### src/hw/rtl/mfau_pkg.sv
// ----------------------------------------------------------------------------
// Motor feedback angle unwrapper package
// Beat types, slot codes, register indexes and unwrap constants shared by
// the channel interfaces and the top level.
// ----------------------------------------------------------------------------
package mfau_pkg;

   // Field widths fixed by the frame format.
   localparam int ID_W    = 11;
   localparam int WORD_W  = 16;
   localparam int TEMP_W  = 8;
   localparam int TURN_W  = 32;
   localparam int COUNT_W = 6;
   localparam int SLOT_W  = 2;
   localparam int IDX_W   = 2;

   // Number of identifier registers, one per motor role.
   localparam int ID_REGS = 4;

   // Slot codes, in priority order.
   localparam logic [SLOT_W-1:0] SLOT_CHASSIS = 2'd0;
   localparam logic [SLOT_W-1:0] SLOT_TRIGGER = 2'd1;
   localparam logic [SLOT_W-1:0] SLOT_YAW     = 2'd2;
   localparam logic [SLOT_W-1:0] SLOT_PITCH   = 2'd3;

   // Configuration register indexes.
   localparam logic [IDX_W-1:0] CSR_CHASSIS_ID = 2'd0;
   localparam logic [IDX_W-1:0] CSR_TRIGGER_ID = 2'd1;
   localparam logic [IDX_W-1:0] CSR_YAW_ID     = 2'd2;
   localparam logic [IDX_W-1:0] CSR_PITCH_ID   = 2'd3;

   // Identifier values after reset.
   localparam logic [ID_W-1:0] RST_CHASSIS_ID = 11'd513;
   localparam logic [ID_W-1:0] RST_TRIGGER_ID = 11'd515;
   localparam logic [ID_W-1:0] RST_YAW_ID     = 11'd517;
   localparam logic [ID_W-1:0] RST_PITCH_ID   = 11'd518;

   // Encoder unwrap: one turn is 8192 counts, half a turn is the jump limit.
   localparam int                        TURN_SHIFT = 13;
   localparam logic signed [WORD_W:0]    HALF_TURN  = 17'sd4096;
   localparam logic signed [WORD_W:0]    NEG_HALF   = -17'sd4096;

   // One received frame.
   typedef struct packed {
      logic [ID_W-1:0]          std_id;
      logic [WORD_W-1:0]        angle_word;
      logic signed [WORD_W-1:0] second_word;
      logic signed [WORD_W-1:0] third_word;
      logic [TEMP_W-1:0]        temp_byte;
   } req_beat_type;

   // One motor status result.
   typedef struct packed {
      logic                     matched;
      logic [SLOT_W-1:0]        motor_slot;
      logic                     calibrating;
      logic [WORD_W-1:0]        angle_now;
      logic signed [WORD_W-1:0] speed_now;
      logic signed [WORD_W-1:0] current_now;
      logic                     current_kind;
      logic [TEMP_W-1:0]        temperature_now;
      logic signed [TURN_W-1:0] turn_count;
      logic signed [TURN_W-1:0] multi_turn_angle;
   } rsp_beat_type;

endpackage

### src/hw/rtl/mfau_req_if.sv
// ----------------------------------------------------------------------------
// Frame request channel
// Valid/ready channel that carries one received CAN frame per beat.
// ----------------------------------------------------------------------------
interface mfau_req_if;
   import mfau_pkg::*;

   logic         valid;
   logic         ready;
   req_beat_type data;

   modport source (output valid, output data, input ready);
   modport sink   (input valid, input data, output ready);

endinterface

### src/hw/rtl/mfau_rsp_if.sv
// ----------------------------------------------------------------------------
// Motor status response channel
// Valid/ready channel that carries one motor status result per beat.
// ----------------------------------------------------------------------------
interface mfau_rsp_if;
   import mfau_pkg::*;

   logic         valid;
   logic         ready;
   rsp_beat_type data;

   modport source (output valid, output data, input ready);
   modport sink   (input valid, input data, output ready);

endinterface

### src/hw/rtl/motor_feedback_angle_unwrapper_top.sv
// ----------------------------------------------------------------------------
// Motor feedback angle unwrapper
// Matches received frames against the motor identifiers, captures the
// power-on offset, unpacks feedback and keeps a multi-turn encoder angle.
//
//   Channel  Direction  Beat
//   req_ch   in         std_id, angle_word, second_word, third_word, temp_byte
//   rsp_ch   out        matched, slot, calibrating, stored feedback, angles
//   csr_*    in         write of one motor identifier, no read-back
//
// A frame moves from the input register into the result register, and one
// frame is taken per cycle while the result side does not stall. The per-slot
// state is read and written in that one step, so a frame sees the update of
// the frame just before it.
// A stalled result holds in the result register; the input register still
// fills behind it. Reset is synchronous and clears all motor state at once.
// ----------------------------------------------------------------------------
module motor_feedback_angle_unwrapper_top #(
   parameter int MOTOR_SLOTS  = 4,
   parameter int CALIB_FRAMES = 51
) (
   input  logic                           clock,
   input  logic                           reset,
   mfau_req_if.sink                       req_ch,
   mfau_rsp_if.source                     rsp_ch,
   input  logic                           csr_wr_en,
   input  logic [mfau_pkg::IDX_W-1:0]     csr_index,
   input  logic [mfau_pkg::ID_W-1:0]      csr_wr_data
);
   import mfau_pkg::*;

   // Only the four identifier roles can ever match.
   localparam int SLOTS_USED = (MOTOR_SLOTS < ID_REGS) ? MOTOR_SLOTS : ID_REGS;
   localparam logic [COUNT_W-1:0] CALIB_LAST = COUNT_W'(CALIB_FRAMES);

   // Identifier registers.
   logic [ID_W-1:0] id_ff [ID_REGS];

   // Per-slot motor state.
   logic [WORD_W-1:0]  angle_ff   [SLOTS_USED];
   logic [WORD_W-1:0]  offset_ff  [SLOTS_USED];
   logic [TURN_W-1:0]  turn_ff    [SLOTS_USED];
   logic [COUNT_W-1:0] count_ff   [SLOTS_USED];
   logic [WORD_W-1:0]  speed_ff   [SLOTS_USED];
   logic [WORD_W-1:0]  current_ff [SLOTS_USED];
   logic [TEMP_W-1:0]  temp_ff    [SLOTS_USED];

   // Input and result registers.
   logic         st_valid_ff;
   req_beat_type st_beat_ff;
   logic         rsp_valid_ff;
   rsp_beat_type rsp_beat_ff;
   rsp_beat_type rsp_beat_in;

   // Selected slot and its next state.
   logic [SLOTS_USED-1:0] hit;
   logic                  found;
   logic [SLOT_W-1:0]     sel_slot;
   logic [WORD_W-1:0]     sel_angle;
   logic [WORD_W-1:0]     sel_offset;
   logic [TURN_W-1:0]     sel_turn;
   logic [COUNT_W-1:0]    sel_count;
   logic [WORD_W-1:0]     sel_speed;
   logic [WORD_W-1:0]     sel_current;
   logic [TEMP_W-1:0]     sel_temp;
   logic                  calib;
   logic signed [WORD_W:0] diff;
   logic [WORD_W-1:0]     angle_in;
   logic [WORD_W-1:0]     offset_in;
   logic [TURN_W-1:0]     turn_in;
   logic [COUNT_W-1:0]    count_in;
   logic [WORD_W-1:0]     speed_in;
   logic [WORD_W-1:0]     current_in;
   logic [TEMP_W-1:0]     temp_in;
   logic [TURN_W-1:0]     total;

   // Handshake flow control.
   logic out_free;
   logic adv;

   assign out_free     = !rsp_valid_ff || rsp_ch.ready;
   assign adv          = st_valid_ff && out_free;
   assign req_ch.ready = !st_valid_ff || out_free;
   assign rsp_ch.valid = rsp_valid_ff;
   assign rsp_ch.data  = rsp_beat_ff;

   // Identifier register writes.
   always_ff @(posedge clock) begin
      if (reset) begin
         id_ff[CSR_CHASSIS_ID] <= RST_CHASSIS_ID;
         id_ff[CSR_TRIGGER_ID] <= RST_TRIGGER_ID;
         id_ff[CSR_YAW_ID]     <= RST_YAW_ID;
         id_ff[CSR_PITCH_ID]   <= RST_PITCH_ID;
      end else if (csr_wr_en) begin
         case (csr_index)
            CSR_CHASSIS_ID: id_ff[CSR_CHASSIS_ID] <= csr_wr_data;
            CSR_TRIGGER_ID: id_ff[CSR_TRIGGER_ID] <= csr_wr_data;
            CSR_YAW_ID:     id_ff[CSR_YAW_ID]     <= csr_wr_data;
            CSR_PITCH_ID:   id_ff[CSR_PITCH_ID]   <= csr_wr_data;
            default: ;
         endcase
      end
   end

   // Input register: refills whenever its beat moves on or it is empty.
   always_ff @(posedge clock) begin
      if (reset) begin
         st_valid_ff <= 1'b0;
      end else if (req_ch.ready) begin
         st_valid_ff <= req_ch.valid;
      end
   end

   always_ff @(posedge clock) begin
      if (req_ch.ready && req_ch.valid) begin
         st_beat_ff <= req_ch.data;
      end
   end

   // Identifier match, lowest slot wins, and read of the winning slot.
   always_comb begin
      hit         = '0;
      found       = 1'b0;
      sel_slot    = '0;
      sel_angle   = '0;
      sel_offset  = '0;
      sel_turn    = '0;
      sel_count   = '0;
      sel_speed   = '0;
      sel_current = '0;
      sel_temp    = '0;
      for (int s = 0; s < SLOTS_USED; s++) begin
         if (!found && id_ff[s] == st_beat_ff.std_id) begin
            hit[s] = 1'b1;
            found  = 1'b1;
         end
      end
      for (int s = 0; s < SLOTS_USED; s++) begin
         if (hit[s]) begin
            sel_slot    = sel_slot | SLOT_W'(s);
            sel_angle   = sel_angle | angle_ff[s];
            sel_offset  = sel_offset | offset_ff[s];
            sel_turn    = sel_turn | turn_ff[s];
            sel_count   = sel_count | count_ff[s];
            sel_speed   = sel_speed | speed_ff[s];
            sel_current = sel_current | current_ff[s];
            sel_temp    = sel_temp | temp_ff[s];
         end
      end
   end

   // Offset capture or feedback unpack, then the turn unwrap.
   always_comb begin
      calib      = sel_count < CALIB_LAST;
      diff       = $signed({1'b0, st_beat_ff.angle_word}) - $signed({1'b0, sel_angle});
      angle_in   = st_beat_ff.angle_word;
      offset_in  = sel_offset;
      turn_in    = sel_turn;
      count_in   = CALIB_LAST;
      speed_in   = st_beat_ff.second_word;
      current_in = st_beat_ff.third_word;
      temp_in    = (sel_slot == SLOT_TRIGGER) ? sel_temp : st_beat_ff.temp_byte;
      if (calib) begin
         offset_in  = st_beat_ff.angle_word;
         count_in   = sel_count + COUNT_W'(1);
         speed_in   = sel_speed;
         current_in = sel_current;
         temp_in    = sel_temp;
      end else if (diff > HALF_TURN) begin
         turn_in = sel_turn - TURN_W'(1);
      end else if (diff < NEG_HALF) begin
         turn_in = sel_turn + TURN_W'(1);
      end
      total = {turn_in[TURN_W-TURN_SHIFT-1:0], {TURN_SHIFT{1'b0}}}
              + TURN_W'(angle_in) - TURN_W'(offset_in);
   end

   // Result beat; an unmatched frame gives an all-zero beat.
   always_comb begin
      rsp_beat_in = '0;
      if (found) begin
         rsp_beat_in.matched          = 1'b1;
         rsp_beat_in.motor_slot       = sel_slot;
         rsp_beat_in.calibrating      = calib;
         rsp_beat_in.angle_now        = angle_in;
         rsp_beat_in.speed_now        = speed_in;
         rsp_beat_in.current_now      = current_in;
         rsp_beat_in.current_kind     = (sel_slot == SLOT_PITCH);
         rsp_beat_in.temperature_now  = temp_in;
         rsp_beat_in.turn_count       = turn_in;
         rsp_beat_in.multi_turn_angle = total;
      end
   end

   // Per-slot state update on the winning slot.
   always_ff @(posedge clock) begin
      if (reset) begin
         for (int s = 0; s < SLOTS_USED; s++) begin
            angle_ff[s]   <= '0;
            offset_ff[s]  <= '0;
            turn_ff[s]    <= '0;
            count_ff[s]   <= '0;
            speed_ff[s]   <= '0;
            current_ff[s] <= '0;
            temp_ff[s]    <= '0;
         end
      end else if (adv) begin
         for (int s = 0; s < SLOTS_USED; s++) begin
            if (hit[s]) begin
               angle_ff[s]   <= angle_in;
               offset_ff[s]  <= offset_in;
               turn_ff[s]    <= turn_in;
               count_ff[s]   <= count_in;
               speed_ff[s]   <= speed_in;
               current_ff[s] <= current_in;
               temp_ff[s]    <= temp_in;
            end
         end
      end
   end

   // Result register.
   always_ff @(posedge clock) begin
      if (reset) begin
         rsp_valid_ff <= 1'b0;
      end else if (out_free) begin
         rsp_valid_ff <= st_valid_ff;
      end
   end

   always_ff @(posedge clock) begin
      if (adv) begin
         rsp_beat_ff <= rsp_beat_in;
      end
   end

   // An unmatched frame reports nothing but zeros.
   assert property (@(posedge clock) disable iff (reset)
      rsp_valid_ff && !rsp_beat_ff.matched |->
         rsp_beat_ff.turn_count == '0 && rsp_beat_ff.multi_turn_angle == '0
         && rsp_beat_ff.calibrating == 1'b0)
      else $error("unmatched result carries nonzero fields");

   // While the offset is captured, angle equals offset, so only turns count.
   assert property (@(posedge clock) disable iff (reset)
      rsp_valid_ff && rsp_beat_ff.calibrating |->
         rsp_beat_ff.multi_turn_angle
            == {rsp_beat_ff.turn_count[TURN_W-TURN_SHIFT-1:0], {TURN_SHIFT{1'b0}}})
      else $error("total angle off during offset capture");

   // Commanded current is reported for the pitch slot alone.
   assert property (@(posedge clock) disable iff (reset)
      rsp_valid_ff && rsp_beat_ff.current_kind |-> rsp_beat_ff.motor_slot == SLOT_PITCH)
      else $error("current kind set on a slot other than pitch");

   // A waiting frame is not lost when the result side stalls.
   assert property (@(posedge clock) disable iff (reset)
      st_valid_ff && !out_free |=> st_valid_ff && $stable(st_beat_ff))
      else $error("input register changed while stalled");

   // The frame counter never runs past the capture length.
   for (genvar g = 0; g < SLOTS_USED; g++) begin : g_count_chk
      assert property (@(posedge clock) disable iff (reset)
         count_ff[g] <= CALIB_LAST)
         else $error("frame counter beyond capture length");
   end

endmodule

### src/flat_wrapper.sv
// flat-port wrapper written by rule: the top's interface ports become plain ports
module motor_feedback_angle_unwrapper_top_flat import mfau_pkg::*;
#(
   parameter int MOTOR_SLOTS  = 4,
   parameter int CALIB_FRAMES = 51
)
  (clock, reset, csr_wr_en, csr_index, csr_wr_data, req_ch_valid, req_ch_data, req_ch_ready, rsp_ch_valid, rsp_ch_data, rsp_ch_ready);
  mfau_req_if req_ch_i ();
  mfau_rsp_if rsp_ch_i ();
  input  logic clock;
  input  logic reset;
  input  logic csr_wr_en;
  input  logic [mfau_pkg::IDX_W-1:0] csr_index;
  input  logic [mfau_pkg::ID_W-1:0] csr_wr_data;
  input wire logic [$bits(req_ch_i.valid)-1:0] req_ch_valid;
  input wire logic [$bits(req_ch_i.data)-1:0] req_ch_data;
  output wire logic [$bits(req_ch_i.ready)-1:0] req_ch_ready;
  output wire logic [$bits(rsp_ch_i.valid)-1:0] rsp_ch_valid;
  output wire logic [$bits(rsp_ch_i.data)-1:0] rsp_ch_data;
  input wire logic [$bits(rsp_ch_i.ready)-1:0] rsp_ch_ready;
  assign req_ch_i.valid = req_ch_valid;
  assign req_ch_i.data = req_ch_data;
  assign req_ch_ready = req_ch_i.ready;
  assign rsp_ch_valid = rsp_ch_i.valid;
  assign rsp_ch_data = rsp_ch_i.data;
  assign rsp_ch_i.ready = rsp_ch_ready;
  motor_feedback_angle_unwrapper_top #(.MOTOR_SLOTS(MOTOR_SLOTS), .CALIB_FRAMES(CALIB_FRAMES)) u_core (.clock(clock), .reset(reset), .req_ch(req_ch_i), .rsp_ch(rsp_ch_i), .csr_wr_en(csr_wr_en), .csr_index(csr_index), .csr_wr_data(csr_wr_data));
endmodule
### config.mk
export PLATFORM = sky130hd
export DESIGN_NAME = motor_feedback_angle_unwrapper_top_flat
export DESIGN_NICKNAME = d
export VERILOG_FILES = /design/src/hw/rtl/mfau_pkg.sv /design/src/hw/rtl/mfau_req_if.sv /design/src/hw/rtl/mfau_rsp_if.sv /design/src/hw/rtl/motor_feedback_angle_unwrapper_top.sv /design/src/flat_wrapper.sv
export SDC_FILE = /design/constraint.sdc
export NUM_CORES = 1
export LEC_CHECK = 0
export BUFFER_PORTS_ARGS = -buffer_cell sky130_fd_sc_hd__buf_2
export CAP_MARGIN = 20
export CORE_ASPECT_RATIO = 2
export CORE_MARGIN = 10
export CORE_UTILIZATION = 30
export DETAILED_ROUTE_END_ITERATION = 7
export PLACE_DENSITY = 0.58
export SYNTH_ARGS = -nofsm -noshare
export SYNTH_HDL_FRONTEND = slang
export SYNTH_SLANG_ARGS = --single-unit
### constraint.sdc
create_clock -name clock -period 9.1 [get_ports clock]
set_clock_uncertainty 0.15 [all_clocks]
set_input_delay 0.455 -clock clock [delete_from_list [all_inputs] [get_ports clock]]
set_output_delay 0.455 -clock clock [all_outputs]
set_load 0.01 [all_outputs]
==> results of run 1 <==
==> critical path: cells and delay by family, from the launching register on <==
family,cells,cell delay [ps]
flip-flops,1,470
multiplexers,1,100
XOR/XNOR,4,750
AND/OR/NAND/NOR,6,1850
adder cells (fa/ha/maj),4,1430
buffers and inverters,2,330
AO/OA/AOI/OAI,14,3250
==> placed cells by master, fill, tap and decap left out, drive strengths merged, types with 73 or more instances in the layout <==
cell type / netlist / final
xor2: 73 / 73
a221oi: 88 / 88
buf: 49 / 284
nand3: 92 / 92
clkbuf: 125 / 82
a21oi: 200 / 200
nand2: 154 / 154
and2: 91 / 91
dlygate4sd3: 0 / 81
edfxtp: 676 / 676
inv: 139 / 145
nor2: 546 / 546
==> path summary, 6_finish.rpt <==
kind	cells after the start	to	slack, ps
worst max-delay path	31	u_core.rsp_ch.data[31]	520
worst min-delay path	3	u_core.id_ff[2][0]	60
worst max register to register	31	u_core.rsp_ch.data[31]	520
worst min register to register	2	u_core.rsp_ch.valid	370
==> flip-flops by register name, indices dropped and copies added, names as in the netlist <==
signal and count:
u_core.rsp_ch.valid 1, u_core.speed_ff 64, u_core.temp_ff 32, u_core.turn_ff 128
u_core.count_ff 24, u_core.angle_in 16, u_core.rsp_ch.data 125, u_core.offset_ff 64
u_core.st_valid_ff 1, u_core.st_beat_ff 51, u_core.current_ff 64, u_core.id_ff 44
u_core.angle_ff 64
==> cells by family (layout without fill, tap and decap cells) <==
| kind of cell | after synthesis | in the layout | share of synthesized area |
|---|---|---|---|
| simple gates | 1154 | 1154 | 0.165 |
| other cells | 0 | 4 | 0 |
| buf+inv | 313 | 626 | 0.0374 |
| compound gates | 550 | 550 | 0.115 |
| fa+ha+maj | 67 | 67 | 0.0267 |
| mux | 24 | 24 | 0.00752 |
| flops | 678 | 678 | 0.620 |
| xor+xnor | 104 | 104 | 0.0278 |
==> per-stage QoR <==
stage,hold slack [ps],util,std cells
floorplan,337,-,2890
global placement,365,0.328,4379
detailed placement,361,0.329,4383
CTS,2.83,0.358,4586
global route,73.1,0.358,4590
finish,58.6,0.358,4591
==> power groups by stage <==
stage	Clock, mW	Combinational (mW)	Sequential (mW)
CTS	3.07	0.452	3.61
global route	3.17	0.492	3.62
detailed placement	0	0.422	3.68
global placement	0	0.419	3.68
floorplan	0	0.229	3.69
finish	2.99	0.449	3.61
==> metal layers <==
| metal | wire, um | track usage | vias up |
|---|---|---|---|
| met1 | 38000 | 0.176 | 12008 |
| met2 | 56100 | 0.315 | 864 |
| met5 | 13 | 0 | - |
| li1 | - | - | 11122 |
| met4 | 5360 | 0.0915 | 2 |
| met3 | 6220 | 0.0330 | 263 |
==> cell type report <==
class	count	area, um2
multi-input cells	1899	11500
diodes	4	10.0
repair buffers	365	2440
fillers	10643	69600
clock buffers	82	1820
clock inverters	40	504
flip-flops and latches	678	20300
well taps	1384	1730
inverters	139	529
==> timing repair <==
action | CTS | global route
hold buffers | 81 | 0
setup endpoints to repair | 0 | 7
resized for setup | 0 | 3
endpoints found under the hold margin | 112 | 0
buffers inserted | 0 | 0
==> flow_summary_export.csv, run 1 <==
group,metric,value,unit
timing,rsz0062_at_grt,"false",
routing,drcViolationCount,0,
global_routing,grt_max_degree,98,
setup_path,max_stage_delay,520,ps
yosys,ys_ff_latch,678,
min_path,hold_path.class,"primary input to flip-flop",
yosys,ys.warnings.count,0,
routing,dr.first_iter.drc_count,1595,
setup_path,worst_ep_required_time,9350,ps
timing,worst_slack,520,ps
routing,route.detailed.vias_per_inst,5.28,
global_routing,global_route.usage.total,0.170,
power_and_ir_drop,finalPower,7.05,mW
global_routing,via_count_of_the_first_global_routing_pass,25498,
yosys,synth_largest_area_cell,"sky130_fd_sc_hd__edfxtp_1",
setup_path,timing.setup.critical_path_class,"flip-flop to flip-flop",
placement,dpl_cell_area,35700,um2
cells_and_area,syn2layout_area_growth,18.4,%
timing,slew_violations,0,
routing,drt_pre_antenna_iters,6,
clocking,deepest_level_of_the_cts_h_tree,3,
yosys,synth_sequential_area_ratio,0.620,
clocking,clock_root_buffer,"sky130_fd_sc_hd__clkbuf_16",
placement,gp_routability_congestion,0.903,
placement,place_ws,525,ps
yosys,postSynth.topFlopCell,"sky130_fd_sc_hd__edfxtp_1",
placement,detailed_place_hpwl,68300,um
cells_and_area,post_route_cells_drive_above_1_share,0.144,
yosys,syn_avg_cell_area,11.3,um2
power_and_ir_drop,switching_power,1.64,mW
setup_path,cp_slowest_cell,"sky130_fd_sc_hd__or4_1",
global_routing,grt_residual_overflow,0,
power_and_ir_drop,power_report.internal_total,5.41,mW
setup_path,cp-start-kind,"flip-flop",
routing,num_vias,24259,
status,outcome,"finished clean",
setup_path,arrival,8830,ps
power_and_ir_drop,cellPowerDensity,182,nW/um2
floorplan,floorplan.initialDensity,0.302,
clocking,clock_tree.buffer_depth,3,
timing,max_freq,0.117,GHz
yosys,synth.cell_area,32800,um2
clocking,cts_tree,"yes",
timing,period_needed,8580,ps
timing,worstMarginPinSlew,1080,ps
yosys,yosysTopAreaCellShare,0.619,
routing,finalWirelength,106000,um
routing,route.antenna.remaining_nets,0,
timing,finalSetupViolations,0,
clocking,worst_setup_hold_path_clk_slew,60,ps
setup_path,timing.critical_path.to_type,"flip-flop",
setup_path,timing.rr.start,"u_core.st_beat_ff[59]",
yosys,synthMostInstantiatedCell,"sky130_fd_sc_hd__edfxtp_1",
floorplan,die_area,124000,um2
setup_path,crit_top_cell,"sky130_fd_sc_hd__a21oi_1",
timing,slew-limit-headroom,0.281,
timing,final.setup.tns,0,ps
setup_path,cp-startpoint,"u_core.st_beat_ff[59]",
global_routing,grt_pass1_wl,158000,um
cells_and_area,stdcell_area,38800,um2
global_routing,number_of_antenna_violations_at_the_first_check_in_global_routing,5,
timing,finalHoldViolations,0,
power_and_ir_drop,power.share.switching,0.233,
yosys,synth_area_leaders,"sky130_fd_sc_hd__edfxtp_1 (62%), sky130_fd_sc_hd__nor2_1 (6.2%), sky130_fd_sc_hd__a21oi_1 (3.1%), sky130_fd_sc_hd__ha_1 (2.4%), sky130_fd_sc_hd__a221oi_1 (2.3%)",
floorplan,number_of_top_level_design_ports,212,
flow_run,max_capacitance_violation_count,0,
yosys,synthArstFlopShare,0,
yosys,postSynthCellCount,2890,
power_and_ir_drop,clkPwrFrac,0.424,
clocking,clock_network_latency_to_the_later_pin_of_the_worst_skew_pair,670,ps
floorplan,rows,171,
routing,avgRoutedWirePerCell,23.0,um
floorplan,die_height,487,um
floorplan,chipWidth,254,um
yosys,commonest_cells_post_synth,"sky130_fd_sc_hd__edfxtp_1 (676), sky130_fd_sc_hd__nor2_1 (545), sky130_fd_sc_hd__a21oi_1 (200)",
power_and_ir_drop,total_leakage_power,14.5,nW
clocking,cts-buffers-inserted,67,
cells_and_area,design.final.nets,3302,
placement,port-buffer-count,211,
power_and_ir_drop,share_comb_of_total_power,0.064,
floorplan,coreArea,108000,um2
clocking,clock-sinks,678,
yosys,synthDistinctLibCells,85,
timing,period_share,0.943,
power_and_ir_drop,power_frac_seq,0.512,
power_and_ir_drop,ir_drop,151,uV
setup_path,cp_max_fo,19,
min_path,critical_hold_path_startpoint,"csr_index[0]",
yosys,synth_edf_count,676,
yosys,mappedNetlistNets,3042,
Note: power is estimated with default switching activity, not from simulation.
==> run 2, diff against run 1 <==
--- a/config.mk
+++ b/config.mk
@@ -5,13 +5,13 @@
 export SDC_FILE = /design/constraint.sdc
 export NUM_CORES = 1
 export LEC_CHECK = 0
-export BUFFER_PORTS_ARGS = -buffer_cell sky130_fd_sc_hd__buf_2
 export CAP_MARGIN = 20
 export CORE_ASPECT_RATIO = 2
 export CORE_MARGIN = 10
 export CORE_UTILIZATION = 30
 export DETAILED_ROUTE_END_ITERATION = 7
-export PLACE_DENSITY = 0.58
+export DONT_BUFFER_PORTS = 1
+export PLACE_DENSITY = 0.56
 export SYNTH_ARGS = -nofsm -noshare
 export SYNTH_HDL_FRONTEND = slang
 export SYNTH_SLANG_ARGS = --single-unit
==> run 2 against run 1 <==
- die area is the same
- cell area shrank 2.7%
- sequential power is essentially flat
- highest routed layer unchanged
==> flow_summary_export.csv, run 2 (synthesized netlist as in run 1, its figures left out) <==
group,metric,value,unit
routing,drt_pre_antenna_iters,5,
setup_path,crit_top_cell,"sky130_fd_sc_hd__a21oi_1",
power_and_ir_drop,power.share.switching,0.237,
power_and_ir_drop,cellPowerDensity,182,nW/um2
clocking,clock-sinks,678,
clocking,clock_network_latency_to_the_later_pin_of_the_worst_skew_pair,670,ps
power_and_ir_drop,power_report.internal_total,5.24,mW
flow_run,max_capacitance_violation_count,0,
cells_and_area,finish.cell_count_without_fillers,4396,
global_routing,global_route.usage.total,0.167,
routing,dr.first_iter.drc_count,1643,
placement,gp_routability_congestion,0.920,
placement,total_instance_count_after_detailed_placement,4178,
clocking,cts-buffers-inserted,67,
setup_path,max_stage_delay,520,ps
timing,slew_violations,0,
floorplan,coreArea,108000,um2
timing,period_share,0.940,
setup_path,cp_max_fo,28,
power_and_ir_drop,ir_drop,162,uV
cells_and_area,post_route_cells_drive_above_1_share,0.0865,
placement,port-buffer-count,0,
setup_path,arrival,8790,ps
setup_path,worst_ep_required_time,9330,ps
global_routing,number_of_antenna_violations_at_the_first_check_in_global_routing,10,
cells_and_area,design.final.nets,3104,
clocking,clock_tree.buffer_depth,3,
setup_path,timing.critical_path.to_type,"flip-flop",
timing,period_needed,8550,ps
routing,num_vias,23471,
cells_and_area,most_common_cell_after_layout_fill_and_taps_aside,"sky130_fd_sc_hd__edfxtp_1",
cells_and_area,syn2layout_area_growth,15.2,%
routing,avgRoutedWirePerCell,23.9,um
clocking,worst_setup_hold_path_clk_slew,60,ps
clocking,clock_root_buffer,"sky130_fd_sc_hd__clkbuf_16",
power_and_ir_drop,power_frac_seq,0.528,
clocking,cts_tree,"yes",
status,outcome,"finished clean",
cells_and_area,regMostFlops,"u_core.turn_ff",
global_routing,grt_max_degree,128,
setup_path,cp-start-kind,"flip-flop",
timing,finalHoldWorstSlack,60.0,ps
floorplan,floorplan.initialDensity,0.302,
power_and_ir_drop,switching_power,1.63,mW
floorplan,number_of_top_level_design_ports,212,
cells_and_area,largest_register_ff_count,128,
floorplan,chipWidth,254,um
timing,max_freq,0.117,GHz
timing,final.setup.tns,0,ps
timing,finalSetupViolations,0,
cells_and_area,layout_common_cells,"sky130_fd_sc_hd__edfxtp_1 (676), sky130_fd_sc_hd__nor2_1 (542), sky130_fd_sc_hd__a21oi_1 (200)",
global_routing,grt_residual_overflow,0,
timing,worstMarginPinSlew,1110,ps
setup_path,timing.setup.critical_path_class,"flip-flop to flip-flop",
min_path,hold_path.class,"primary input to flip-flop",
floorplan,die_area,124000,um2
global_routing,via_count_of_the_first_global_routing_pass,24227,
timing,rsz0062_at_grt,"true",
floorplan,die_height,487,um
routing,route.detailed.vias_per_inst,5.34,
global_routing,grt_pass1_wl,154000,um
placement,detailed_place_hpwl,69200,um
clocking,deepest_level_of_the_cts_h_tree,3,
routing,route.antenna.remaining_nets,0,
routing,drcViolationCount,0,
power_and_ir_drop,share_comb_of_total_power,0.059,
timing,finalHoldViolations,0,
power_and_ir_drop,total_leakage_power,13.7,nW
routing,finalWirelength,105000,um
floorplan,rows,171,
setup_path,cp_slowest_cell,"sky130_fd_sc_hd__or4_1",
power_and_ir_drop,clkPwrFrac,0.413,
timing,slew-limit-headroom,0.256,
run 2: cell types whose count changed in the layout (fill, tap and decap cells not counted), moves of 3 or more:
cell                            before  now
sky130_fd_sc_hd__buf_2             212    2
sky130_fd_sc_hd__buf_4              68   77
sky130_fd_sc_hd__bufinv_16           9    5
sky130_fd_sc_hd__clkinv_1            4    8
sky130_fd_sc_hd__clkinv_2            8    5
sky130_fd_sc_hd__clkinvlp_4          7   12
sky130_fd_sc_hd__diode_2             4    7
sky130_fd_sc_hd__dlygate4sd3_1      81   84
sky130_fd_sc_hd__nor2_2              1    4
run 2: layout make-up:
cell class                      instances  area (um2)
Antenna cell                            7        17.5
Clock buffer                           80        1770
Clock inverter                         42         418
Fill cell                           10654       70700
Inverter                              139         529
Multi-Input combinational cell       1899       11500
Sequential cell                       678       20300
Tap cell                             1384        1730
Timing Repair Buffer                  167        1510
run 2: per-layer routing:
metal	track usage	share of wire	up-vias
met5	0	0.00026	-
met4	0.0833	0.044	4
met3	0.0267	0.050	254
met2	0.319	0.55	806
met1	0.171	0.36	11677
li1	-	-	10730
run 2: stage by stage:
stage | setup WS [ps] | utilization | power [mW] | cell area [um2]
detailed placement | 429 | 0.319 | 4.06 | 34600
global placement | 394 | 0.319 | 4.06 | 34600
global route | -43.9 | 0.348 | 7.08 | 37800
finish | 547 | 0.348 | 6.87 | 37800
floorplan | 5.45 | - | 3.91 | 32800
CTS | 410 | 0.347 | 6.94 | 37700
run 2: final timing paths:
check,end,cells after the start,slack [ps],from
worst min-delay path,u_core.id_ff[3][9],2,60,csr_index[1]
worst max-delay path,u_core.rsp_ch.data[30],31,550,u_core.st_beat_ff[61]
worst max register to register,u_core.rsp_ch.data[30],31,550,u_core.st_beat_ff[61]
worst min register to register,u_core.rsp_ch.valid,2,380,u_core.st_valid_ff
run 2: timing repair:
item,4_1_cts,5_1_grt
hold buffers,84,0
gates resized for setup,0,6
endpoints found under the hold margin,126,0
setup buffers,0,3
setup endpoints to repair,0,7
run 2: power groups by stage:
| stage | Clock, mW | Sequential (mW) | Combinational [mW] |
|---|---|---|---|
| floorplan | 0 | 3.69 | 0.229 |
| global placement | 0 | 3.70 | 0.363 |
| detailed placement | 0 | 3.70 | 0.365 |
| CTS | 2.91 | 3.63 | 0.401 |
| global route | 3.00 | 3.64 | 0.438 |
| finish | 2.84 | 3.63 | 0.403 |
run 2: critical path, delay by kind of cell (launching register included):
| kind | cells | cell delay, ps |
|---|---|---|
| adder cells (fa/ha/maj) | 4 | 1320 |
| AND/OR/NAND/NOR | 7 | 2030 |
| XOR/XNOR | 3 | 540 |
| flip-flops | 1 | 480 |
| buffers and inverters | 3 | 470 |
| AO/OA/AOI/OAI | 14 | 3300 |
